<file path="config.mk">
export PLATFORM = sky130hd
export DESIGN_NAME = wad_div
export DESIGN_NICKNAME = d
export VERILOG_FILES = /design/src/design/wad_pkg.sv /design/src/design/wad_div.sv
export SDC_FILE = /design/constraint.sdc
export NUM_CORES = 1
export LEC_CHECK = 0
export ABC_AREA = 1
export ABC_CLOCK_PERIOD_IN_PS = 2400
export BUFFER_PORTS_ARGS = -buffer_cell sky130_fd_sc_hd__clkbuf_2
export CAP_MARGIN = 20
export CORE_UTILIZATION = 54
export CTS_CLUSTER_SIZE = 24
export DETAILED_ROUTE_END_ITERATION = 10
export PLACE_DENSITY_LB_ADDON = 0.15
export SETUP_SLACK_MARGIN = 0.5
export SYNTH_ARGS = -nofsm -noshare
export SYNTH_HDL_FRONTEND = slang
export SYNTH_SLANG_ARGS = --single-unit
</file>
<file path="constraint.sdc">
create_clock -name aclk -period 2.4 [get_ports aclk]
set_input_delay 0.24 -clock aclk [delete_from_list [all_inputs] [get_ports aclk]]
set_output_delay 0.24 -clock aclk [all_outputs]
set_load 0.1 [all_outputs]
</file>
<file path="src/design/wad_pkg.sv">
// shared types and constants for the windowed average and deviation unit
package wad_pkg;

    // default geometry
    localparam int DEFAULT_DEPTH    = 1024;
    localparam int DEFAULT_SAMPLE_W = 24;

    // fixed widths of the running sums and of the configuration registers
    localparam int SUM_W     = 35;
    localparam int SQ_W      = 60;
    localparam int DEC_W     = 16;
    localparam int WIN_W     = 10;
    localparam int CFG_W     = 16;
    localparam int CFG_IDX_W = 1;

    // largest value of the squared deviation sum
    localparam logic [SQ_W-1:0] SQ_MAX = {1'b0, {(SQ_W-1){1'b1}}};

    // reset value of the short window length
    localparam logic [WIN_W-1:0] WIN_RESET = 10'd128;

    // register indexes of the configuration port
    localparam logic [CFG_IDX_W-1:0] CFG_DECIMATION   = 1'b0;
    localparam logic [CFG_IDX_W-1:0] CFG_SHORT_WINDOW = 1'b1;

    // sequencer states
    typedef enum logic [3:0] {
        ST_IDLE,
        ST_RD_OLD,
        ST_RD_CUR,
        ST_SUMS,
        ST_DIV_GO,
        ST_DIV_WAIT,
        ST_MUL_GO,
        ST_MUL_WAIT,
        ST_DEV_GO,
        ST_DEV_WAIT,
        ST_ROOT_WAIT,
        ST_FIN
    } state_t;

    // phase of the window fill for the sample being worked on
    typedef enum logic [1:0] {
        CASE_FILL_SHORT,
        CASE_FILL_LONG,
        CASE_FULL
    } case_t;

endpackage

</file>
<file path="src/design/wad_div.sv">
// bit-serial restoring divider, one quotient bit per cycle
module wad_div #(
    parameter int N = wad_pkg::SUM_W,
    parameter int M = 11
) (
    input  logic         aclk,
    input  logic         aresetn,
    input  logic         start,
    input  logic [N-1:0] dividend,
    input  logic [M-1:0] divisor,
    output logic         done,
    output logic [N-1:0] quotient
);

    localparam int CNT_W = $clog2(N + 1);

    logic [M:0]       rem_reg;
    logic [N-1:0]     quo_reg;
    logic [M-1:0]     dvs_reg;
    logic [CNT_W-1:0] cnt_reg;
    logic             busy_reg;
    logic             done_reg;

    logic [M:0] shifted;
    logic [M:0] diff;
    logic       ge;

    // trial subtraction of the divisor from the partial remainder
    always_comb begin
        shifted = {rem_reg[M-1:0], quo_reg[N-1]};
        ge      = shifted >= {1'b0, dvs_reg};
        diff    = shifted - {1'b0, dvs_reg};
    end

    // control
    always_ff @(posedge aclk) begin
        if (!aresetn) begin
            busy_reg <= 1'b0;
            done_reg <= 1'b0;
            cnt_reg  <= '0;
        end else begin
            done_reg <= 1'b0;
            if (start) begin
                busy_reg <= 1'b1;
                cnt_reg  <= '0;
            end else if (busy_reg) begin
                cnt_reg <= cnt_reg + 1'b1;
                if (cnt_reg == CNT_W'(N - 1)) begin
                    busy_reg <= 1'b0;
                    done_reg <= 1'b1;
                end
            end
        end
    end

    // datapath: dividend bits leave at the top, quotient bits enter at the bottom
    always_ff @(posedge aclk) begin
        if (start) begin
            rem_reg <= '0;
            quo_reg <= dividend;
            dvs_reg <= divisor;
        end else if (busy_reg) begin
            rem_reg <= ge ? diff : shifted;
            quo_reg <= {quo_reg[N-2:0], ge};
        end
    end

    assign done     = done_reg;
    assign quotient = quo_reg;

endmodule

</file>
# Yosys cells after proc, flatten, opt, wreduce, memory -nomap -nowiden
# Index checks and enable logic that the tools add are counted.
word_totals:
  register_bits: 65
  in_bits: 49
classes:
  addsub: 2
  magnitude_cmp: 1
  n_eq_ne: 1
  n_mux: 7
  n_bitwise: 2
  n_reduce_logical: 3
op_table:
  columns: ["op", "count"]
  rows:
  - ["2-to-1 mux 35 bit", 2]
  - [">= comparator 12 x 11 -> 1 bit", 1]
  - ["2-to-1 mux 11 bit", 1]
  - ["subtractor 11 bit", 1]
  - ["adder 6 x 1 -> 6 bit (second input constant)", 1]
  - ["== test 6 bit (second input constant)", 1]
  - ["2-to-1 mux 1 bit", 4]
  - ["OR reduction 3 bit", 1]
  - ["NOT 1 bit", 2]
  - ["nonzero test 2 bit", 1]
  - ["OR reduction 2 bit", 1]

# Depth between registers and ports, before layout
depth:
  ltp_word: 4
  mapped_depth: 12
  ltp_nobuf: 12

# Worst setup path before layout
# OpenSTA, ideal clock, no wires.
synth_path:
  path_kind: "reg2reg"
  start: "register quo_reg[34] (netlist: quotient[34])"
  end: "register rem_reg[6]"
  setup_ps: 113
  arrival_time_ps: 2409
  t_required_ps: 2287
  setup_slack_ps: -122
  stages_incl_launch_ff: 13
  path_buffers: 1
  period_less_slack_ps: 2522
  path_cell_list: "edfxtp_1 -> inv_1 -> ha_1 -> fa_1 -> inv_1 -> nand3_1 -> nand3_2 -> nand2_2 -> nand4_4 -> buf_12 -> nand3_2 -> nand3_1 -> nand2_1"
synth_between:
  elab_chain_cells: 2
  elab_cells_between_ends: 3
  classes_between: "add/sub (1); order compare (1); mux (1)"
synth_rtl:
  columns: ["element", "line_no", "rtl"]
  rows:
  - ["start: declaration", "wad_div.sv:18", "logic [N-1:0] quo_reg;"]
  - ["start signal: assignment", "wad_div.sv:60", "quo_reg <= dividend;"]
  - ["start signal: assignment", "wad_div.sv:64", "quo_reg <= {quo_reg[N-2:0], ge};"]
  - ["subtractor 11 bit / >= comparator 12 x 11 -> 1 bit (equally long branches)", "wad_div.sv:32, wad_div.sv:31", null]
  - ["2-to-1 mux 11 bit (*)", "wad_div.sv:63", "rem_reg <= ge ? diff : shifted;"]
  - ["end signal: assignment", "wad_div.sv:63", null]
  - ["end: declaration", "wad_div.sv:17", "logic [M:0] rem_reg;"]
# Mark *: on every way between the ends. The rest lies on a longest branch, timed or not.
# A chain may end at the register's enable or synchronous reset.

# Final worst setup path
layout_path:
  start: "register quo_reg[34] (netlist: quotient[34])"
  end: "register rem_reg[9]"
# The elaborated chain is that of the path after synthesis.

==> results.md <==
* Setup-failing EPs final at 0
* Gr usage total at 25.93%
* Met1 WL at 3.438 mm
* Internal power at 1923 µW
* DR pass1 iterations at 4
* Die area at 6752 µm²
* Setup TNS at 0 ns
* CP cell instances: inv_1 > ha_2 > fa_2 > inv_2 > nand3_2 > nand3_4 > nand2_4 > buf_4 > nand4_1 > nand3_1 > nand2_1
* Synth Warn # at 0
* Clk pwr share at 29.4%
* First-pass GRT wire length at 12.82 mm
* Max Root-Sink Buffers at 2
* Highest routed layer: met4
* Clk sinks at 65
* Max FFs per register at 35
* CP max FO at 11
* Met3 WL at 519 µm
* R2R Path Start: quotient[34]
* Synth cell types at 32
* Pwr/cell area at 715.4 nW/µm²
* CTS tree: done
* Vias after detailed routing at 3025
* RSZ-0062 raised after global routing: yes
* Ys flop type: edfxtp_1
* Clock skew at 0.004100 ns
* Synth top cells by count: nand2_1 (175), inv_1 (51), edfxtp_1 (46)
* Worst setup path startpoint: quotient[34]
* Core Area at 6061 µm²
* Critical-path top delay cell: fa_2
* Asr flop ratio synth at 0%
* Multi-input logic area at 1480 µm²
* Outcome: completed
* Syn_area_per_cell at 8.284 µm²
* Normalized max-slew margin at 51.87%
* Syn_nets at 482
* Fin. max-slew vios at 0
* Final WL at 7.957 mm
* Worst path required time at 2.68 ns
* Final hold violation count at 0
* I/O pin count at 85
* Pin count of the biggest net entering global routing at 43
* Register area at 1762 µm²
* Yosys reg bits at 65
* Final ANT Viol Nets at 0
* CTS Root Cell: clkbuf_8
* Sequential share of power at 44.4%
* Mapped Cells at 419
* Worst Max-Slew Pin Slew at 0.7193 ns
* Initial drt markers at 215
* Synthesized area at 3471 µm²
* Row count at 28
* DP Area at 3951 µm²
* CTS Buf Count at 9
* Vias in the first global route at 2949
* Worst endpoint data arrival time at 2.12 ns
* Min Tclk post-route at 1.835 ns
* Remaining DRCs at 0
* Hold slack at 0.06782 ns
* I/O Buffers at 84
* Psw at 1110 µW
* Met2 WL at 3.766 mm
* Total of max-cap violations at 0
* Combinational share of power at 26.2%
* Setup crit end kind: flip-flop
* Clock-pin slew on the worst setup and hold paths at 0.07 ns
* H-tree depth reported by CTS at 3
* Final HPWL DP at 5.715 mm
* Startpoint type of the worst setup path: flip-flop
* Leakage at 0.002160 µW
* Initial antenna violation count at 0
* Post-synth top area share at 39.80%
* Synth area leader: edfxtp_1
* Die Y at 82.17 µm
* Die width at 82.17 µm
* Clk_lat worst skew at 0.34 ns
* Fin area at 4239 µm²
* R2R Setup Slk at 0.57 ns
* Grt total ovfl at 0
* Final Wtd Congestion at 0.8958
* Seq/Total Area, Yosys at 50.76%
* CP Class: flip-flop to flip-flop
* Top-count cell post-synth: nand2_1
* Peak per-stage delay on the critical path at 0.36 ns
* Hold_sp: divisor[3]
* Max VDD drop at 0.0005870 V
* Routed vias/inst at 5.101
* R2r worst-path depth at 11
* R2r endpoint: rem_reg[9]
* Ranking of synthesized cells by area: edfxtp_1 (40%), nand2_1 (19%), dfxtp_1 (11%), inv_1 (5.5%), ha_1 (4.7%)
* Count of flip-flops with a built-in enable after synthesis at 46
* CP endpoint: rem_reg[9]
* Fill cells at 511
* Sw Share at 36.59%
* # diodes at 0
* Period utilisation layout at 76.44%
* Area Overhead vs Synth at 22.13%
* Fmax at 545.1 MHz
* Share of cells above drive strength 1 at 28.19%
* Min-delay worst type: primary input to flip-flop
* NumNets Final at 576
* Starting Density at 57.27%
* Mean routed wirelength per cell at 13.42 µm
metal layers:
layer  up-vias  GRT usage [%]
met5         -              0
met4         0          14.04
met3        22          6.154
met2       111          43.55
met1      1360          30.58
li1       1532              -
power groups by stage:
stage	sequential (µW)	combinational, µW	clock [µW]
after floorplan	1800	194	0
after global placement	1370	773	0
after detailed placement	1370	783	0
after CTS	1350	787	897
after global routing	1360	838	942
final	1350	794	892
timing repair:
action,CTS,global route
setup endpoints to repair,12,11
hold buffers,0,0
buffers inserted,4,4
gates resized for setup,4,6
pin swaps,2,1
how the worst min path moves through the flow:
| stage | endpoint | slack (ns) | depth (start not counted) |
|---|---|---|---|
| floorplan | dvs_reg[0] | 0.34 | 0 |
| global placement | dvs_reg[9] | 0.42 | 1 |
| detailed placement | dvs_reg[3] | 0.42 | 1 |
| CTS | dvs_reg[3] | 0.06 | 1 |
| global route | dvs_reg[3] | 0.06 | 1 |
| finish | dvs_reg[3] | 0.07 | 1 |
through the flow:
step | setup slack (ns) | util [%] | total power [µW] | instances
5_1_grt | 0.4707 | 69.94 | 3136 | 593
6_report | 0.5654 | 69.94 | 3033 | 593
2_1_floorplan | -0.01167 | - | 1996 | 419
4_1_cts | 0.5094 | 69.05 | 3033 | 589
3_5_place_dp | 0.3556 | 65.19 | 2152 | 569
3_3_place_gp | 0.4432 | 65.19 | 2142 | 569
worst max-delay path, delay by kind of cell, from the launching register on:
kind / cells / cell delay [ns]
fa+ha+maj: 2 / 0.55
buf+inv: 3 / 0.31
flops: 1 / 0.34
simple gates: 6 / 0.57
layout by cell type, fill, tap and decap left out, drive strengths merged, types with 2 or more instances in the layout:
| cell type | instances |
|---|---|
| a21oi | 8 |
| buf | 12 |
| nand4 | 15 |
| nand3 | 32 |
| xnor2 | 2 |
| clkinv | 4 |
| o21ai | 3 |
| nor3 | 3 |
| nand2 | 187 |
| clkbuf | 94 |
| clkinvlp | 2 |
| inv | 53 |
| ha | 13 |
| nor2 | 17 |
| dfxtp | 19 |
| edfxtp | 46 |
logic make-up after synthesis:
| family | count (synthesis) | synth area share, % |
|---|---|---|
| buffers and inverters | 67 | 8.111 |
| DFF | 65 | 50.76 |
| xor gates and xnor gates | 3 | 0.7572 |
| and+or+nand+nor | 257 | 32.98 |
| AOI/OAI and AO/OA | 13 | 2.127 |
| adders and majority gates | 14 | 5.263 |
area by class of cell:
cell class	instances	share of cell area (%)
repair buffers	96	12.13
flip-flops and latches	65	41.56
well taps	75	2.214
inverters	54	4.782
multi-input cells	287	34.92
clock inverters	6	1.387
clock buffers	10	3.011
(Power assumes the default switching activity.)
