### config.mk
export PLATFORM = sky130hd
export DESIGN_NAME = wad_sqrt
export DESIGN_NICKNAME = d
export VERILOG_FILES = /design/src/design/wad_pkg.sv /design/src/design/wad_sqrt.sv
export SDC_FILE = /design/constraint.sdc
export NUM_CORES = 1
export LEC_CHECK = 0
export BUFFER_PORTS_ARGS = -buffer_cell sky130_fd_sc_hd__buf_2
export CORE_MARGIN = 1.5
export CORE_UTILIZATION = 40
export DETAILED_ROUTE_END_ITERATION = 12
export GPL_TIMING_DRIVEN = 0
export HOLD_SLACK_MARGIN = 0.06
export PLACE_DENSITY = 0.67
export SLEW_MARGIN = 20
export SYNTH_ARGS = -nofsm -noshare
export SYNTH_HDL_FRONTEND = slang
export SYNTH_SLANG_ARGS = --single-unit
export TNS_END_PERCENT = 10
### constraint.sdc
create_clock -name aclk -period 2.9 [get_ports aclk]
set_input_delay 0.145 -clock aclk [delete_from_list [all_inputs] [get_ports aclk]]
set_output_delay 0.145 -clock aclk [all_outputs]
set_load 0.01 [all_outputs]
### src/design/wad_pkg.sv
// shared types and constants for the windowed average and deviation unit
package wad_pkg;

    // default geometry
    localparam int DEFAULT_DEPTH    = 1024;
    localparam int DEFAULT_SAMPLE_W = 24;

    // fixed widths of the running sums and of the configuration registers
    localparam int SUM_W     = 35;
    localparam int SQ_W      = 60;
    localparam int DEC_W     = 16;
    localparam int WIN_W     = 10;
    localparam int CFG_W     = 16;
    localparam int CFG_IDX_W = 1;

    // largest value of the squared deviation sum
    localparam logic [SQ_W-1:0] SQ_MAX = {1'b0, {(SQ_W-1){1'b1}}};

    // reset value of the short window length
    localparam logic [WIN_W-1:0] WIN_RESET = 10'd128;

    // register indexes of the configuration port
    localparam logic [CFG_IDX_W-1:0] CFG_DECIMATION   = 1'b0;
    localparam logic [CFG_IDX_W-1:0] CFG_SHORT_WINDOW = 1'b1;

    // sequencer states
    typedef enum logic [3:0] {
        ST_IDLE,
        ST_RD_OLD,
        ST_RD_CUR,
        ST_SUMS,
        ST_DIV_GO,
        ST_DIV_WAIT,
        ST_MUL_GO,
        ST_MUL_WAIT,
        ST_DEV_GO,
        ST_DEV_WAIT,
        ST_ROOT_WAIT,
        ST_FIN
    } state_t;

    // phase of the window fill for the sample being worked on
    typedef enum logic [1:0] {
        CASE_FILL_SHORT,
        CASE_FILL_LONG,
        CASE_FULL
    } case_t;

endpackage

### src/design/wad_sqrt.sv
// digit-by-digit integer square root, one root bit per cycle
module wad_sqrt #(
    parameter int N = wad_pkg::SQ_W
) (
    input  logic           aclk,
    input  logic           aresetn,
    input  logic           start,
    input  logic [N-1:0]   radicand,
    output logic           done,
    output logic [N/2-1:0] root
);

    localparam int R     = N / 2;
    localparam int CNT_W = $clog2(R + 1);

    logic [N-1:0]     rad_reg;
    logic [R+1:0]     rem_reg;
    logic [R-1:0]     root_reg;
    logic [CNT_W-1:0] cnt_reg;
    logic             busy_reg;
    logic             done_reg;

    logic [R+2:0] rem_s;
    logic [R+2:0] trial;
    logic [R+2:0] diff;
    logic         ge;

    // bring down two radicand bits and try root*4+1
    always_comb begin
        rem_s = {rem_reg[R:0], rad_reg[N-1:N-2]};
        trial = (R+3)'({root_reg, 2'b01});
        ge    = rem_s >= trial;
        diff  = rem_s - trial;
    end

    // control
    always_ff @(posedge aclk) begin
        if (!aresetn) begin
            busy_reg <= 1'b0;
            done_reg <= 1'b0;
            cnt_reg  <= '0;
        end else begin
            done_reg <= 1'b0;
            if (start) begin
                busy_reg <= 1'b1;
                cnt_reg  <= '0;
            end else if (busy_reg) begin
                cnt_reg <= cnt_reg + 1'b1;
                if (cnt_reg == CNT_W'(R - 1)) begin
                    busy_reg <= 1'b0;
                    done_reg <= 1'b1;
                end
            end
        end
    end

    // datapath
    always_ff @(posedge aclk) begin
        if (start) begin
            rad_reg  <= radicand;
            rem_reg  <= '0;
            root_reg <= '0;
        end else if (busy_reg) begin
            rem_reg  <= ge ? diff[R+1:0] : rem_s[R+1:0];
            root_reg <= {root_reg[R-2:0], ge};
            rad_reg  <= {rad_reg[N-3:0], 2'b00};
        end
    end

    assign done = done_reg;
    assign root = root_reg;

endmodule

**Word-level counts from Yosys, hierarchy flattened**

Cells that the tools add are included.

- Register bits: 128
- Logic and storage cells: 22
- Output and inout bits: 31
- Bits of input ports: 63

- Bitwise logic cells: 2
- Reduce and logical (&&, ||, !) cells: 3
- Magnitude comparators: 1
- Eq/ne operators: 1
- Muxes and demuxes: 7
- Add/subtract/negate cells: 2

Operators with widths:

| operator | count |
|---|---|
| 60-bit two-way mux | 2 |
| 33-bit by 32-bit greater-or-equal comparator with 1-bit output | 1 |
| 31-bit two-way mux | 1 |
| 31-bit subtractor | 1 |
| 5-bit by 1-bit adder with 5-bit output, second input constant | 1 |
| 5-bit equality test, second input constant | 1 |
| 1-bit two-way mux | 4 |
| 3-bit OR reduction | 1 |
| 1-bit inverter | 2 |
| 2-bit nonzero test | 1 |
| 2-bit OR reduction | 1 |

**Longest topological paths before layout**

- Word-level depth: 4
- Depth in mapped cells: 14
- Mapped depth without buffers: 11

**Least setup slack after synthesis**

Ideal clock, no wire load.

- Kind: register to register
- Start point: register root_reg[1] (netlist: root[1])
- End point: register rem_reg[22]
- Stages on the path, launching flop included: 14
- Arrival time: 2.663 ns
- Required time: 2.825 ns
- Library setup time: 0.075 ns
- Slack: 0.162 ns
- Clock period less this slack: 2.738 ns
- Path buffers: 2
- Path through: dfxtp_1 -> inv_1 -> ha_1 -> o21ai_2 -> a21oi_2 -> a2111oi_2 -> o31ai_4 -> a31oi_4 -> nand3_2 -> a21o_1 -> buf_6 -> buf_6 -> a2bb2oi_1 -> o22ai_2

- Longest elaborated chain between the ends: 2
- Elaborated cells between the ends (all ways): 3
- Classes of those cells: 1 x add/sub; 1 x order compare; 1 x mux

RTL lines:

| what | line | text |
|---|---|---|
| from (decl) | wad_sqrt.sv:18 | `logic [R-1:0] root_reg;` |
| from (signal assigned) | wad_sqrt.sv:65 | `root_reg <= {root_reg[R-2:0], ge};` |
| 31-bit subtractor or 33-bit by 32-bit greater-or-equal comparator with 1-bit output (tied branches) | wad_sqrt.sv:33, wad_sqrt.sv:32 |  |
| 31-bit two-way mux * | wad_sqrt.sv:64 | `rem_reg <= ge ? diff[R+1:0] : rem_s[R+1:0];` |
| to (signal assigned) | wad_sqrt.sv:64 |  |
| to (decl) | wad_sqrt.sv:17 | `logic [R+1:0] rem_reg;` |

Every way passes the cells marked *; elsewhere a longest branch is shown, timed or not.
A chain may end at the register's enable or synchronous reset.

**Final worst setup path**

- Start point: register root_reg[1] (netlist: root[1])
- End point: register rem_reg[17]

Same word-level chain as after synthesis.

==> results.ini <==
[timing]
min_period_ns = 2.80
maxSlewHeadroom_pct = 42.1
finalClockSkew_ns = 0.00983
hold_viol = 0
finalCritPeriodShare_pct = 96.4
setup-violations-final = 0
max_freq_mhz = 358
worstMarginPinSlew_ns = 0.868
drv_slew = 0
fin_ws_ns = 0.104

[worst_setup_path]
crit_chain = inv_1, ha_4, o21ai_4, a21oi_4, a2111oi_4, o31ai_4, a31oi_4, nand3_4, a21o_4, buf_4, mux2i_1, a211oi_1
crit_path_start_kind = flip-flop
crit_type = flip-flop to flip-flop
r2r_slack_ns = 0.10
critPathSlowestCell = a2111oi_4
critical_path_depth = 12
crit_path_start = root[1]
cp_max_fo = 10
r2r-start = root[1]
cp.required_ns = 3.23
arrival_ns = 3.13
cp-end-kind = flip-flop
path_delay_family = compound AO/OA/AOI/OAI gates
rr_worst_depth = 12
reg2reg_to = rem_reg[17]
critical_path.n_buffers_inverters = 2
crit_path_max_incr_delay_ns = 0.37

[placed_design]
dpl-instance-area_um2 = 7830
routabilityCongestion = 0.873
portBuffers = 92
dp_hpwl_um = 11500
post-place-ws_ns = -0.222

[power_and_ir_drop]
power_frac_clock_pct = 32.3
cellLeakagePower_uw = 0.00384
intPower_uw = 4480
sequentialPowerShare_pct = 32.5
worst_ir_drop_vdd_mv = 0.522
swShare_pct = 32.7
combPwrFrac_pct = 35.2
switchingPower_uw = 2180
powerDensity_nw_per_um2 = 709

[drt]
dr.pass1.iters = 5
wl_um = 17700
vias = 5709
drc = 0
wl_per_cell_um = 15.9
drt.antenna.violating_nets = 0
viasPerCell = 5.14
drt_iter0_markers = 318

[grt]
grt_pass1_vias = 5706
grt_max_degree = 43
grt_pass1_wl_um = 28000
gr-total-overflow = 0
antenna_found_initial = 0
grt.total_usage_pct = 19.5

[min_path]
worstHoldStart = rem_reg[30]
hold_depth = 2
min_to = rem_reg[30]
hold_path.class = flip-flop to flip-flop

[finish]
n_antenna_cell = 0
area_delta_synth_final_pct = 33.0
largest_reg_flops = 60
nets = 970
stdcell_area_um2 = 9390
drive_gt1_share_pct = 28.7

[die]
die_w_um = 136
rows = 48
dieArea_um2 = 18400
io_pins = 94
coreArea_um2 = 17300
initial_core_util_pct = 40.8
dieHeight_um = 136

[clocking]
clock_path_buffers = 2
cts_made_buffers = 17
clk_latency_ns = 0.42
cts_root_buf = clkbuf_16
cts_tree = done
clkTransAtPathRegs_ns = 0.07
cts.sinks = 128
htree_levels = 4

[synth]
ys_async_sr_fraction_pct = 0
ys.flop_type = dfxtp_1
yosysUniqueCellTypes = 59
synthTopCellsByArea = edfxtp_1, dfxtp_1, mux2_2, mux2i_1, ha_1
synth.avg_cell_area_um2 = 10.3
synth_edf_count = 60
ys_seq_elements = 128
yosys-top-cells-count = nor2_1, dfxtp_1, edfxtp_1, mux2_2, mux2i_1
syn_inst = 688
synth_nets = 785
synth_top_area_cell = edfxtp_1
yosys.area.top_type_share_pct = 25.5
yosysSeqAreaShare_pct = 44.8
yosysWarnings = 0
synthMostInstantiatedCell = nor2_1
mappedNetlistArea_um2 = 7060

[job]
drv_cap = 0

[run_status]
status = finished, final reports clean

[logic make-up (layout without fill, tap and decap cells)]
logic type	Yosys count	after routing	synth area share [%]
flip-flops	128	128	44.8
multiplexers	105	105	15.9
AO/OA/AOI/OAI	134	134	13.7
adder cells (fa/ha/maj)	34	34	6.03
buffers and inverters	80	278	4.73
AND/OR/NAND/NOR	180	180	11.5
XOR/XNOR	27	27	3.35
[through the flow]
step / hold WS [ns] / power, uW / TNS [ns] / instances / utilization (%)
2_1_floorplan: 0.273 / 3670 / 0 / 688 / -
3_3_place_gp: 0.383 / 4060 / -39.73 / 1005 / 45.1
3_5_place_dp: 0.386 / 4080 / -3.02 / 1006 / 45.2
4_1_cts: 0.494 / 6340 / 0 / 1102 / 52.5
5_1_grt: 0.529 / 6970 / -0.0784 / 1111 / 54.3
6_report: 0.495 / 6660 / 0 / 1111 / 54.3
[routing by layer]
layer  routed length (um)  part of all wire, %  track usage (%)  vias up
met3                  997                  5.6             5.93       16
met5                    0                    0                0        -
met4                  200                  1.1             5.56        0
met2                 8610                   49             32.5      135
li1                     -                    -                -     2857
met1                 7890                   45             24.2     2701
[layout make-up]
class                           count  area [um^2]
Buffer                             37          194
Fill cell                        1551         7910
Tap cell                          225          282
Multi-Input combinational cell    480         3770
Clock buffer                       17          425
Clock inverter                     15          159
Sequential cell                   128         3170
Timing Repair Buffer              169         1230
Inverter                           40          150
[power by group through the flow]
stage / Clock (uW) / Combinational, uW / Sequential, uW
2_1_floorplan: 0 / 1500 / 2170
3_3_place_gp: 0 / 1870 / 2200
3_5_place_dp: 0 / 1880 / 2190
4_1_cts: 2160 / 2020 / 2160
5_1_grt: 2250 / 2540 / 2180
6_report: 2150 / 2340 / 2170
[worst reg2reg max path: stages (launching register included)]
cell and delay (ns):
dfxtp_2 0.35, inv_1 0.08, ha_4 0.27, o21ai_4 0.19, a21oi_4 0.06, a2111oi_4 0.37
o31ai_4 0.15, a31oi_4 0.26, nand3_4 0.11, a21o_4 0.26, buf_4 0.21, mux2i_1 0.17
a211oi_1 0.23
[how the worst max path moves through the flow]
stage,endpoint,slack (ns)
final,rem_reg[17],0.10
after global routing,rem_reg[6],-0.02
after CTS,rem_reg[20],0.006
after detailed placement,rem_reg[23],-0.22
after global placement,rad_reg[15],-0.63
after floorplan,rem_reg[22],0.16
[cells in the final DEF, fill, tap and decap left out, types with 4 or more instances in the layout]
master         netlist  final
buf_2                6     97
nor2_1              88     86
dlygate4sd3_1        0     61
dfxtp_1             68     60
edfxtp_1            60     60
mux2_2              58     58
mux2i_1             47     47
inv_1               40     39
nand2_1             34     33
a21oi_1             35     31
a211oi_1            29     28
ha_1                34     27
clkbuf_1            25     21
xnor2_1             19     19
clkbuf_16            0     18
buf_4                1     14
o21ai_0             12     12
nand3_1             12     12
a21o_1              12     11
nand2b_1            10     10
nand4_1              9      9
nor3_1               9      9
xor2_1               8      8
dfxtp_2              0      8
buf_1                5      5
a31oi_1              5      4
o21ai_1              5      4
a211o_1              4      4
ha_4                 0      4
clkinvlp_4           0      4
inv_6                0      4
[what timing repair did]
action | 4_1_cts | 5_1_grt
pin swaps | 3 | 23
endpoints found under the setup margin | 31 | 31
gates cloned | 0 | 1
hold buffers | 61 | 0
resized for setup | 5 | 46
setup buffers | 3 | 11
endpoints found under the hold margin | 61 | 0
No activity file was read; power rests on OpenSTA's default activity.
