`src/design/wad_pkg.sv`:
```
// shared types and constants for the windowed average and deviation unit
package wad_pkg;

    // default geometry
    localparam int DEFAULT_DEPTH    = 1024;
    localparam int DEFAULT_SAMPLE_W = 24;

    // fixed widths of the running sums and of the configuration registers
    localparam int SUM_W     = 35;
    localparam int SQ_W      = 60;
    localparam int DEC_W     = 16;
    localparam int WIN_W     = 10;
    localparam int CFG_W     = 16;
    localparam int CFG_IDX_W = 1;

    // largest value of the squared deviation sum
    localparam logic [SQ_W-1:0] SQ_MAX = {1'b0, {(SQ_W-1){1'b1}}};

    // reset value of the short window length
    localparam logic [WIN_W-1:0] WIN_RESET = 10'd128;

    // register indexes of the configuration port
    localparam logic [CFG_IDX_W-1:0] CFG_DECIMATION   = 1'b0;
    localparam logic [CFG_IDX_W-1:0] CFG_SHORT_WINDOW = 1'b1;

    // sequencer states
    typedef enum logic [3:0] {
        ST_IDLE,
        ST_RD_OLD,
        ST_RD_CUR,
        ST_SUMS,
        ST_DIV_GO,
        ST_DIV_WAIT,
        ST_MUL_GO,
        ST_MUL_WAIT,
        ST_DEV_GO,
        ST_DEV_WAIT,
        ST_ROOT_WAIT,
        ST_FIN
    } state_t;

    // phase of the window fill for the sample being worked on
    typedef enum logic [1:0] {
        CASE_FILL_SHORT,
        CASE_FILL_LONG,
        CASE_FULL
    } case_t;

endpackage

```
`src/design/wad_square.sv`:
```
// bit-serial squarer, one shift-add step per cycle
module wad_square #(
    parameter int W = wad_pkg::DEFAULT_SAMPLE_W + 1
) (
    input  logic           aclk,
    input  logic           aresetn,
    input  logic           start,
    input  logic [W-1:0]   operand,
    output logic           done,
    output logic [2*W-1:0] product
);

    localparam int CNT_W = $clog2(W + 1);

    logic [2*W-1:0]   acc_reg;
    logic [2*W-1:0]   mcand_reg;
    logic [W-1:0]     mplier_reg;
    logic [CNT_W-1:0] cnt_reg;
    logic             busy_reg;
    logic             done_reg;

    // control
    always_ff @(posedge aclk) begin
        if (!aresetn) begin
            busy_reg <= 1'b0;
            done_reg <= 1'b0;
            cnt_reg  <= '0;
        end else begin
            done_reg <= 1'b0;
            if (start) begin
                busy_reg <= 1'b1;
                cnt_reg  <= '0;
            end else if (busy_reg) begin
                cnt_reg <= cnt_reg + 1'b1;
                if (cnt_reg == CNT_W'(W - 1)) begin
                    busy_reg <= 1'b0;
                    done_reg <= 1'b1;
                end
            end
        end
    end

    // add the shifted operand for each set multiplier bit
    always_ff @(posedge aclk) begin
        if (start) begin
            acc_reg    <= '0;
            mcand_reg  <= (2*W)'(operand);
            mplier_reg <= operand;
        end else if (busy_reg) begin
            if (mplier_reg[0]) begin
                acc_reg <= acc_reg + mcand_reg;
            end
            mcand_reg  <= {mcand_reg[2*W-2:0], 1'b0};
            mplier_reg <= {1'b0, mplier_reg[W-1:1]};
        end
    end

    assign done    = done_reg;
    assign product = acc_reg;

endmodule

```
`config.mk`:
```
export PLATFORM = sky130hd
export DESIGN_NAME = wad_square
export DESIGN_NICKNAME = d
export VERILOG_FILES = /design/src/design/wad_pkg.sv /design/src/design/wad_square.sv
export SDC_FILE = /design/constraint.sdc
export NUM_CORES = 1
export LEC_CHECK = 0
export BUFFER_PORTS_ARGS = -buffer_cell sky130_fd_sc_hd__buf_2
export CAP_MARGIN = 20
export CELL_PAD_IN_SITES_DETAIL_PLACEMENT = 0
export CELL_PAD_IN_SITES_GLOBAL_PLACEMENT = 1
export CORE_MARGIN = 1
export CORE_UTILIZATION = 40
export DETAILED_ROUTE_END_ITERATION = 8
export HOLD_SLACK_MARGIN = 0.03
export PLACE_DENSITY = 0.71
export SETUP_SLACK_MARGIN = 0.02
export SYNTH_ARGS = -nofsm -noshare
export SYNTH_HDL_FRONTEND = slang
export SYNTH_SLANG_ARGS = --single-unit
```
`constraint.sdc`:
```
create_clock -name aclk -period 3.6 [get_ports aclk]
set_clock_uncertainty 0.15 [all_clocks]
set_input_delay 0 -clock aclk [delete_from_list [all_inputs] [get_ports aclk]]
set_output_delay 0 -clock aclk [all_outputs]
set_load 0.01 [all_outputs]
```
# Yosys cells after proc, flatten, opt, wreduce, memory -nomap -nowiden

Cells that the tools add are included.

Bits in registers: 132
Input port bits: 28
Output and inout bits: 51
Logic and storage cells: 24

Add/subtract/negate cells: 2
Equal/unequal tests: 1
Muxes and demuxes: 8
Bitwise logic cells: 2
Reductions and logical operators: 4

Operators by type and width:

| kind                                        | number |
|---|---|
| 2-to-1 mux 25 bit                           | 4 |
| adder 50 bit                                | 1 |
| adder 5 x 1 -> 5 bit, second input constant | 1 |
| equality test 5 bit, second input constant  | 1 |
| 2-to-1 mux 1 bit                            | 4 |
| OR reduction 3 bit                          | 1 |
| NOT 1 bit                                   | 2 |
| AND reduction 2 bit                         | 1 |
| nonzero test 2 bit                          | 1 |
| OR reduction 2 bit                          | 1 |

# Depth between registers and ports, before layout

Gate-level depths: netlist of the first run.

Word-level depth: 4
Mapped depth: 13
Mapped depth without buffers: 13

# Worst setup path after synthesis of the first run

No wires, ideal clock.

Path kind: reg2reg
Start point: reg mcand_reg[3]
End point: reg acc_reg[49], in the netlist product[49]
Setup time: 123 ps
Arrival: 2,742 ps
Data required time: 3,327 ps
Path slack: 584 ps
Cell stages (with the launch flop): 12
Buffers on the path: 0
Period minus slack after synthesis: 3,016 ps
Cells stage by stage: edfxtp_1 ha_1 a21o_1 a21oi_2 a211oi_2 o2111ai_1 a211o_1 a211oi_2 o211ai_2 a211o_1 o311ai_1 mux2_1

Word-level cells in the longest chain between the ends: 1

Ends and longest elaborated chain:

| item                   | RTL line         | text |
|---|---|---|
| from (decl)            | wad_square.sv:16 | `logic [2*W-1:0] mcand_reg;` |
| from (signal assigned) | wad_square.sv:47 | `mcand_reg <= (2*W)'(operand);` |
| from (signal assigned) | wad_square.sv:53 | `mcand_reg <= {mcand_reg[2*W-2:0], 1'b0};` |
| adder 50 bit           | wad_square.sv:51 | `acc_reg <= acc_reg + mcand_reg;` |
| to (signal assigned)   | wad_square.sv:51 |  |
| to (decl)              | wad_square.sv:15 | `logic [2*W-1:0] acc_reg;` |

Every way passes these cells.
A chain may end at the register's enable or synchronous reset.

# Worst setup path in the final report of the first run

Start point: reg mcand_reg[1]
End point: reg acc_reg[49], in the netlist product[49]

The elaborated chain is that of the path after synthesis.

==> results of run 1 <==
## per-stage QoR
step	hold slack, ns	utilization (%)
after floorplan	-0.0218	-
after global placement	0.101	44.2
after detailed placement	0.0961	44.2
after CTS	0.202	48.5
after global routing	0.216	48.6
final	0.213	48.6
## kinds of logic after synthesis
logic type,synth area share [%]
buf+inv,5.47
flops,41.0
xor+xnor,4.12
compound gates,21.0
fa+ha+maj,8.59
simple gates,16.1
mux,3.68
## worst min-delay path by stage
stage | startpoint | end | slack [ns]
global route | aresetn | busy_reg | 0.22
finish | aresetn | busy_reg | 0.21
detailed placement | aresetn | busy_reg | 0.1
global placement | aresetn | busy_reg | 0.10
CTS | aresetn | busy_reg | 0.20
floorplan | aresetn | busy_reg | -0.02
## routing by layer
metal	global-route usage, %	share of wire [%]
met5	0	0
met4	7.06	1.3
met3	3.28	3.5
met2	31.1	43
met1	28.6	52
## Yosys cell counts (3+ instances only)
cell type,instances
nand4b_1,3
ha_1,51
o21bai_1,6
nand4_1,8
a21o_1,32
nand3b_1,8
or3_1,3
a31oi_1,13
a2111oi_0,3
and3_1,11
edfxtp_1,50
o21ai_1,5
nor3_1,12
dfxtp_1,82
xnor2_1,18
o21ai_0,71
mux2i_1,27
nand2_1,119
clkbuf_1,38
o21a_1,5
a21oi_1,79
xor2_1,18
a211oi_1,5
a211o_1,4
nor2b_1,8
inv_1,66
o211ai_1,4
nor2_1,53
and2_1,7
buf_1,5
nand3_1,19
## timing repair
action	CTS	global route
endpoints found under the setup margin	0	8
hold buffers	27	0
gates resized for setup	0	5
endpoints found under the hold margin	70	0
## power by group through the flow
stage,Combinational [uW],Clock [uW],Sequential (uW)
3_5_place_dp,496,0,1730
5_1_grt,589,1710,1700
6_report,522,1610,1690
3_3_place_gp,501,0,1720
2_1_floorplan,355,0,1720
4_1_cts,523,1650,1700
## cell type report
cell class              count  share of cell area [%]
inverters                  66                    2.72
multi-input cells         638                    45.4
flip-flops and latches    132                    34.6
well taps                 234                    3.22
clock buffers              25                    5.46
clock inverters             7                   0.522
repair buffers            114                    8.17
## worst max-delay path: stages, from the launching register on
cell	delay, ns
edfxtp_1	0.38
ha_1	0.29
a21oi_1	0.07
nand4b_1	0.25
a211oi_2	0.40
o2111ai_2	0.22
a211o_1	0.37
a211oi_2	0.25
o211ai_2	0.15
a211o_1	0.28
o311ai_1	0.09
mux2_1	0.34
==> results.cfg, run 1 <==
[run_status]
run_status = finished, final reports clean

[power]
intPower_uw = 2810
seq_power_share_pct = 44.3
total_power_uw = 3820
pwr-share-comb_pct = 13.6
power_frac_clock_pct = 42.0
vdd_drop_max_uv = 344
power.share.switching_pct = 26.6
power_density_nw_per_um2 = 420
static-leakage-power_uw = 0.00415
p_sw_uw = 1020

[grt]
grt_antenna_before_repair = 0
grt_use_total_pct = 20.2
grt-ovfl-total = 0
grt_pass1_wl_um = 31600
first_global_vias = 6285
grt_max_degree = 150

[route]
postRouteAntennaNets = 0
drt_wl_total_um = 18800
routedWlPerCell_um = 15.4
vias = 6366
first_pass_iters = 6
drtIter0Drc = 439
via_per_inst = 5.24
remaining_drc_errors = 0

[timing]
max_freq_ghz = 0.297
fin_tns_setup_ns = 0
slew_viol_final = 0
hold_viol_final = 0
min_period_over_period_pct = 93.5
finalCriticalPeriod_ns = 3.37
setup_ws_ns = 0.234
tightest_slew_ns = 0.688
setup_violations = 0
maxSlewHeadroom_pct = 54.1
rsz0062_at_grt = yes

[critical_path]
crit_path_end = product[49]
end_kind = register
crit_path_start_kind = register
r2r-end = product[49]
required_ns = 3.75
ff2ff_path_depth = 11
crit_start = mcand_reg[1]
cp_max_fo = 5
crit_arrival_ns = 3.52
worstSetupPathType = register to register
regToRegSetupSlack_ns = 0.23
r2r_start = mcand_reg[1]

[finish]
final_common_cell = nand2_1
regArea_um2 = 3140
diodes = 0
multi_input_area_um2 = 4130
stdcell_area_um2 = 9100
area_delta_synth_final_pct = 18.8
layout.nets = 1049
drive_gt1_share_pct = 13.3
fillCellCount = 1867
final_cell_count_no_fill = 1216
layout_common_cells = nand2_1, dfxtp_1, a21oi_1

[placement]
portBuffers = 78
place_ws_ns = 0.152
place_inst = 1157
gp_congestion = 0.849
dp_hpwl_um = 13200
place_area_um2 = 8260

[clock_tree]
h-tree-depth = 4
cts_tree = built
cts_num_sinks = 132
cts_root_buf = clkbuf_16
cts_max_path_buffers = 2
clk_pin_slew_ns = 0.06
cts_made_buffers = 17
cts_setup_buffers = 0
insertion_delay_ns = 0.42

[die]
die_y_um = 140
core_area_um2 = 18700
initial_core_util_pct = 40.9
row_count = 50
io_pins = 79
dieArea_um2 = 19700
die_w_um = 140

[synth]
synth.distinct_cells = 65
seq_area_frac_synth_pct = 41.0
synth_top_area_share_pct = 21.4
synth_flop_cell = dfxtp_1
synth.top_cells.by_area = dfxtp_1, edfxtp_1, ha_1, nand2_1, a21oi_1
synth.ff_latch_count = 132
syn_nets = 961
yosys_warnings = 0
synth_top_area_cell = dfxtp_1
async_flop_share_pct = 0
syn_area_per_cell_um2 = 8.69
synthesis.area_um2 = 7660
synth_edf_count = 50
netlist_instances = 881

[worst_hold_path]
min_path_cells = 3
hold_path_class = input pin to register

[run]
drv_cap = 0
(Power assumes the default switching activity.)
==> run 2: changes to the inputs <==
--- a/config.mk
+++ b/config.mk
@@ -10,10 +10,10 @@
 export CELL_PAD_IN_SITES_DETAIL_PLACEMENT = 0
 export CELL_PAD_IN_SITES_GLOBAL_PLACEMENT = 1
 export CORE_MARGIN = 1
-export CORE_UTILIZATION = 40
+export CORE_UTILIZATION = 45
 export DETAILED_ROUTE_END_ITERATION = 8
 export HOLD_SLACK_MARGIN = 0.03
-export PLACE_DENSITY = 0.71
+export PLACE_DENSITY = 0.79
 export SETUP_SLACK_MARGIN = 0.02
 export SYNTH_ARGS = -nofsm -noshare
 export SYNTH_HDL_FRONTEND = slang
==> results.cfg, run 2 (synthesis results as in run 1) <==
[die]
dieArea_um2 = 17500
row_count = 47
initial_core_util_pct = 46.2
io_pins = 79
core_area_um2 = 16600
die_y_um = 132
die_w_um = 132

[finish]
layout.nets = 1059
layout_common_cells = nand2_1, dfxtp_1, a21oi_1
drive_gt1_share_pct = 13.7
final_common_cell = nand2_1
area_delta_synth_final_pct = 20.6
diodes = 0
fillCellCount = 1550
finalCoreUtilization_pct = 55.7

[timing]
finalCriticalPeriod_ns = 3.34
setup_violations = 0
maxSlewHeadroom_pct = 32.3
max_freq_ghz = 0.300
hold_viol_final = 0
tightest_slew_ns = 1.02
rsz0062_at_grt = no
fin_tns_setup_ns = 0
slew_viol_final = 0
min_period_over_period_pct = 92.7

[route]
via_per_inst = 5.40
first_pass_iters = 5
remaining_drc_errors = 0
routedWlPerCell_um = 15.3
drt_wl_total_um = 18600
drtIter0Drc = 475
vias = 6548
postRouteAntennaNets = 0

[critical_path]
regToRegSetupSlack_ns = 0.26
r2r_start = mcand_reg[1]
crit_arrival_ns = 3.49
cp_max_fo = 5
end_kind = register
required_ns = 3.76
r2r-end = product[49]
worstSetupPathType = register to register
ff2ff_path_depth = 11
crit_path_start_kind = register

[clock_tree]
h-tree-depth = 4
cts_root_buf = clkbuf_16
cts_made_buffers = 17
cts_max_path_buffers = 2
clk_pin_slew_ns = 0.06
cts_num_sinks = 132
insertion_delay_ns = 0.43
cts_setup_buffers = 0
cts_tree = built

[worst_hold_path]
holdPathEnd = busy_reg
min_path_cells = 3
hold_path_class = input pin to register
hold_start = aresetn

[run]
drv_cap = 0

[grt]
grt_use_total_pct = 21.9
grt-ovfl-total = 0
grt_pass1_wl_um = 31000
grt_max_degree = 109
grt_antenna_before_repair = 0
first_global_vias = 6213

[placement]
gp_congestion = 0.904
dp_hpwl_um = 12800
portBuffers = 78

[power]
static-leakage-power_uw = 0.00421
total_power_uw = 4030
vdd_drop_max_uv = 329
power_density_nw_per_um2 = 437

[run_status]
run_status = finished, final reports clean
==> run 2: cell types whose count changed in the layout (fill, tap and decap cells not counted), moves of 2 or more <==
| cell | before | now |
|---|---|---|
| dlygate4sd3_1 | 27 | 35 |
| clkinv_4 | 1 | 4 |
| buf_4 | 9 | 12 |
| clkbuf_1 | 5 | 1 |
| clkinvlp_4 | 3 | 0 |
| clkbuf_16 | 18 | 20 |
==> run 2: worst max-delay path, cell delays in order, from the launching register on <==
cell and delay, ns:
edfxtp_1 0.39, ha_1 0.29, a21oi_1 0.06, nand4b_1 0.31, a211oi_4 0.33, o2111ai_2 0.20, a211o_1 0.33, a211oi_2 0.27
o211ai_2 0.15, a211o_1 0.28, o311ai_1 0.10, mux2_1 0.35
==> run 2: worst max path at each step <==
stage                              from           to  cells after the start
after floorplan            mcand_reg[3]  product[49]                     11
after global placement    mcand_reg[24]  product[49]                     11
after detailed placement   mcand_reg[1]  product[49]                     11
after CTS                  mcand_reg[1]  product[49]                     11
after global routing       mcand_reg[1]  product[49]                     11
final                      mcand_reg[1]  product[49]                     11
==> run 2: layout make-up <==
class	count	area, um2	share of cell area (%)
clock buffers	24	537	5.81
multi-input cells	638	4120	44.6
flip-flops and latches	132	3140	34.0
well taps	220	275	2.98
clock inverters	8	83.8	0.908
repair buffers	124	826	8.94
inverters	66	248	2.68
==> run 2: metrics by stage <==
stage / hold WS (ns) / instance area, um2 / setup WS (ns) / std cells
2_1_floorplan: -0.0218 / 7660 / 0.584 / 881
3_3_place_gp: 0.0844 / 8240 / 0.308 / 1145
3_5_place_dp: 0.0955 / 8240 / 0.269 / 1145
4_1_cts: 0.194 / 9220 / 0.175 / 1212
5_1_grt: 0.228 / 9240 / 0.0296 / 1212
6_report: 0.202 / 9240 / 0.263 / 1212
==> run 2: repair_timing <==
item / CTS / global route
hold endpoints to repair: 70 / 0
endpoints found under the setup margin: 0 / 6
resized for setup: 0 / 5
hold buffers: 35 / 0
==> run 2: report_power, final <==
part,internal [uW],switching [uW],leakage [uW]
sequential,1650,50.8,0.00118
clock,1120,682,0.000309
combinational,211,323,0.00272
total,2980,1060,0.00421
==> run 2: per-layer routing <==
| metal | vias to the layer above | global-route usage [%] | share of wire, % |
|---|---|---|---|
| li1 | 3326 | - | - |
| met1 | 3060 | 30.9 | 50 |
| met2 | 142 | 33.7 | 44 |
| met3 | 20 | 4.67 | 4.1 |
| met4 | 0 | 6.19 | 1.1 |
| met5 | - | 0 | 0 |
==> run 3: changes to the inputs <==
--- a/config.mk
+++ b/config.mk
@@ -10,10 +10,11 @@
 export CELL_PAD_IN_SITES_DETAIL_PLACEMENT = 0
 export CELL_PAD_IN_SITES_GLOBAL_PLACEMENT = 1
 export CORE_MARGIN = 1
-export CORE_UTILIZATION = 45
+export CORE_UTILIZATION = 35
+export CTS_BUF_LIST = sky130_fd_sc_hd__clkbuf_4 sky130_fd_sc_hd__clkbuf_8 sky130_fd_sc_hd__clkbuf_16
 export DETAILED_ROUTE_END_ITERATION = 8
 export HOLD_SLACK_MARGIN = 0.03
-export PLACE_DENSITY = 0.79
+export PLACE_DENSITY = 0.64
 export SETUP_SLACK_MARGIN = 0.02
 export SYNTH_ARGS = -nofsm -noshare
 export SYNTH_HDL_FRONTEND = slang
==> results.cfg, run 3 (synthesis results as in run 1) <==
[timing]
maxSlewHeadroom_pct = 54.3
setup_ws_ns = 0.226
rsz0062_at_grt = no
min_period_over_period_pct = 93.7
setup_violations = 0
hold_viol_final = 0
fin_worst_hold_slack_ns = 0.192
finalCriticalPeriod_ns = 3.37
max_freq_ghz = 0.296
tightest_slew_ns = 0.685
fin_tns_setup_ns = 0
slew_viol_final = 0

[route]
drt_wl_total_um = 19700
drtIter0Drc = 327
routedWlPerCell_um = 15.6
first_pass_iters = 4
via_per_inst = 5.09
vias = 6421
postRouteAntennaNets = 0
remaining_drc_errors = 0

[run]
drv_cap = 0

[die]
dieArea_um2 = 22500
initial_core_util_pct = 36.1
row_count = 53
core_area_um2 = 21200
io_pins = 79
die_w_um = 150
die_y_um = 150

[critical_path]
critical-path-slowest-cell = a311oi_1
cp_max_fo = 3
crit_path_start_kind = register
max_stage_delay_ns = 0.48
crit_arrival_ns = 3.52
required_ns = 3.75
cp_cell_sequence = ha_1 > inv_1 > fa_1 > nor2b_1 > o21ai_0 > a21oi_1 > o21ai_1 > nand3_1 > a21oi_2 > o41ai_4 > a311oi_1 > a211o_1 > o211ai_1
crit_family = compound AO/OA/AOI/OAI gates
end_kind = register
crit_buf_inv = 1
worstSetupPathType = register to register

[placement]
gp_congestion = 0.821
dp_hpwl_um = 13900
portBuffers = 78
place_ws_ns = 0.0797

[clock_tree]
cts_max_path_buffers = 2
clk_pin_slew_ns = 0.06
cts_num_sinks = 132
insertion_delay_ns = 0.42
h-tree-depth = 4
cts_tree = built
cts_made_buffers = 17
cts_root_buf = clkbuf_16

[grt]
grt_antenna_before_repair = 0
grt_pass1_wl_um = 32500
grt_max_degree = 66
grt_use_total_pct = 18.5
first_global_vias = 6415
grt-ovfl-total = 0

[power]
vdd_drop_max_uv = 293
static-leakage-power_uw = 0.00420
power_density_nw_per_um2 = 432

[finish]
area_delta_synth_final_pct = 20.6
layout.nets = 1053
final_common_cell = nand2_1
drive_gt1_share_pct = 14.4
diodes = 0
fillCellCount = 2169
layout_common_cells = nand2_1, dfxtp_1, a21oi_1

[run_status]
run_status = finished, final reports clean

[worst_hold_path]
hold_path_class = input pin to register
## run 3: cell types whose count changed in the layout (fill, tap and decap cells not counted), sizes merged
cell	delta
clkinv	-2
inv	+5
clkinvlp	+1
dlygate4sd3	-8
buf	+2
clkbuf	-4
## run 3: what timing repair did
item                       4_1_cts  5_1_grt
gates resized for setup          0       10
buffers inserted                 0        0
setup endpoints to repair        0        9
hold buffers                    27        0
hold endpoints to repair        89        0
## run 3: metrics by stage
step	area, um2	instances	power (uW)	util [%]
3_3_place_gp	8330	1202	2230	39.3
5_1_grt	9240	1261	4170	43.5
3_5_place_dp	8330	1202	2230	39.3
4_1_cts	9200	1261	4030	43.3
6_report	9240	1261	3990	43.5
2_1_floorplan	7660	881	2070	-
## run 3: tightest hold or removal path, cell delays in order
cell and delay, ns:
dlygate4sd3_1 0.51, buf_2 0.10, nor2b_1 0.11
## run 3: final timing paths
check	from	cells after the start	endpoint	slack, ns
worst max register to register	mcand_reg[0]	13	product[48]	0.23
worst max-delay path	mcand_reg[0]	13	product[48]	0.23
worst min-delay path	aresetn	3	busy_reg	0.19
worst min register to register	product[25]	2	product[25]	0.32
## run 3: where the power goes
part / switching [uW] / internal (uW) / total, uW
logic: 325 / 204 / 529
clock network: 716 / 1050 / 1770
registers: 46.9 / 1650 / 1690
## run 3: metal layers
metal | vias to the layer above | GRT usage (%) | share of wire, %
li1 | 3309 | - | -
met1 | 3019 | 26.0 | 52
met4 | 0 | 5.40 | 1.1
met3 | 14 | 2.71 | 2.5
met2 | 79 | 29.1 | 44
met5 | - | 0 | 0
## run 3: layout make-up
cell class | count | area [um2] | share of cell area [%]
multi-input cells | 638 | 4150 | 44.9
clock buffers | 20 | 483 | 5.23
repair buffers | 118 | 761 | 8.24
well taps | 275 | 344 | 3.72
inverters | 66 | 248 | 2.68
flip-flops and latches | 132 | 3140 | 34.0
clock inverters | 12 | 113 | 1.22
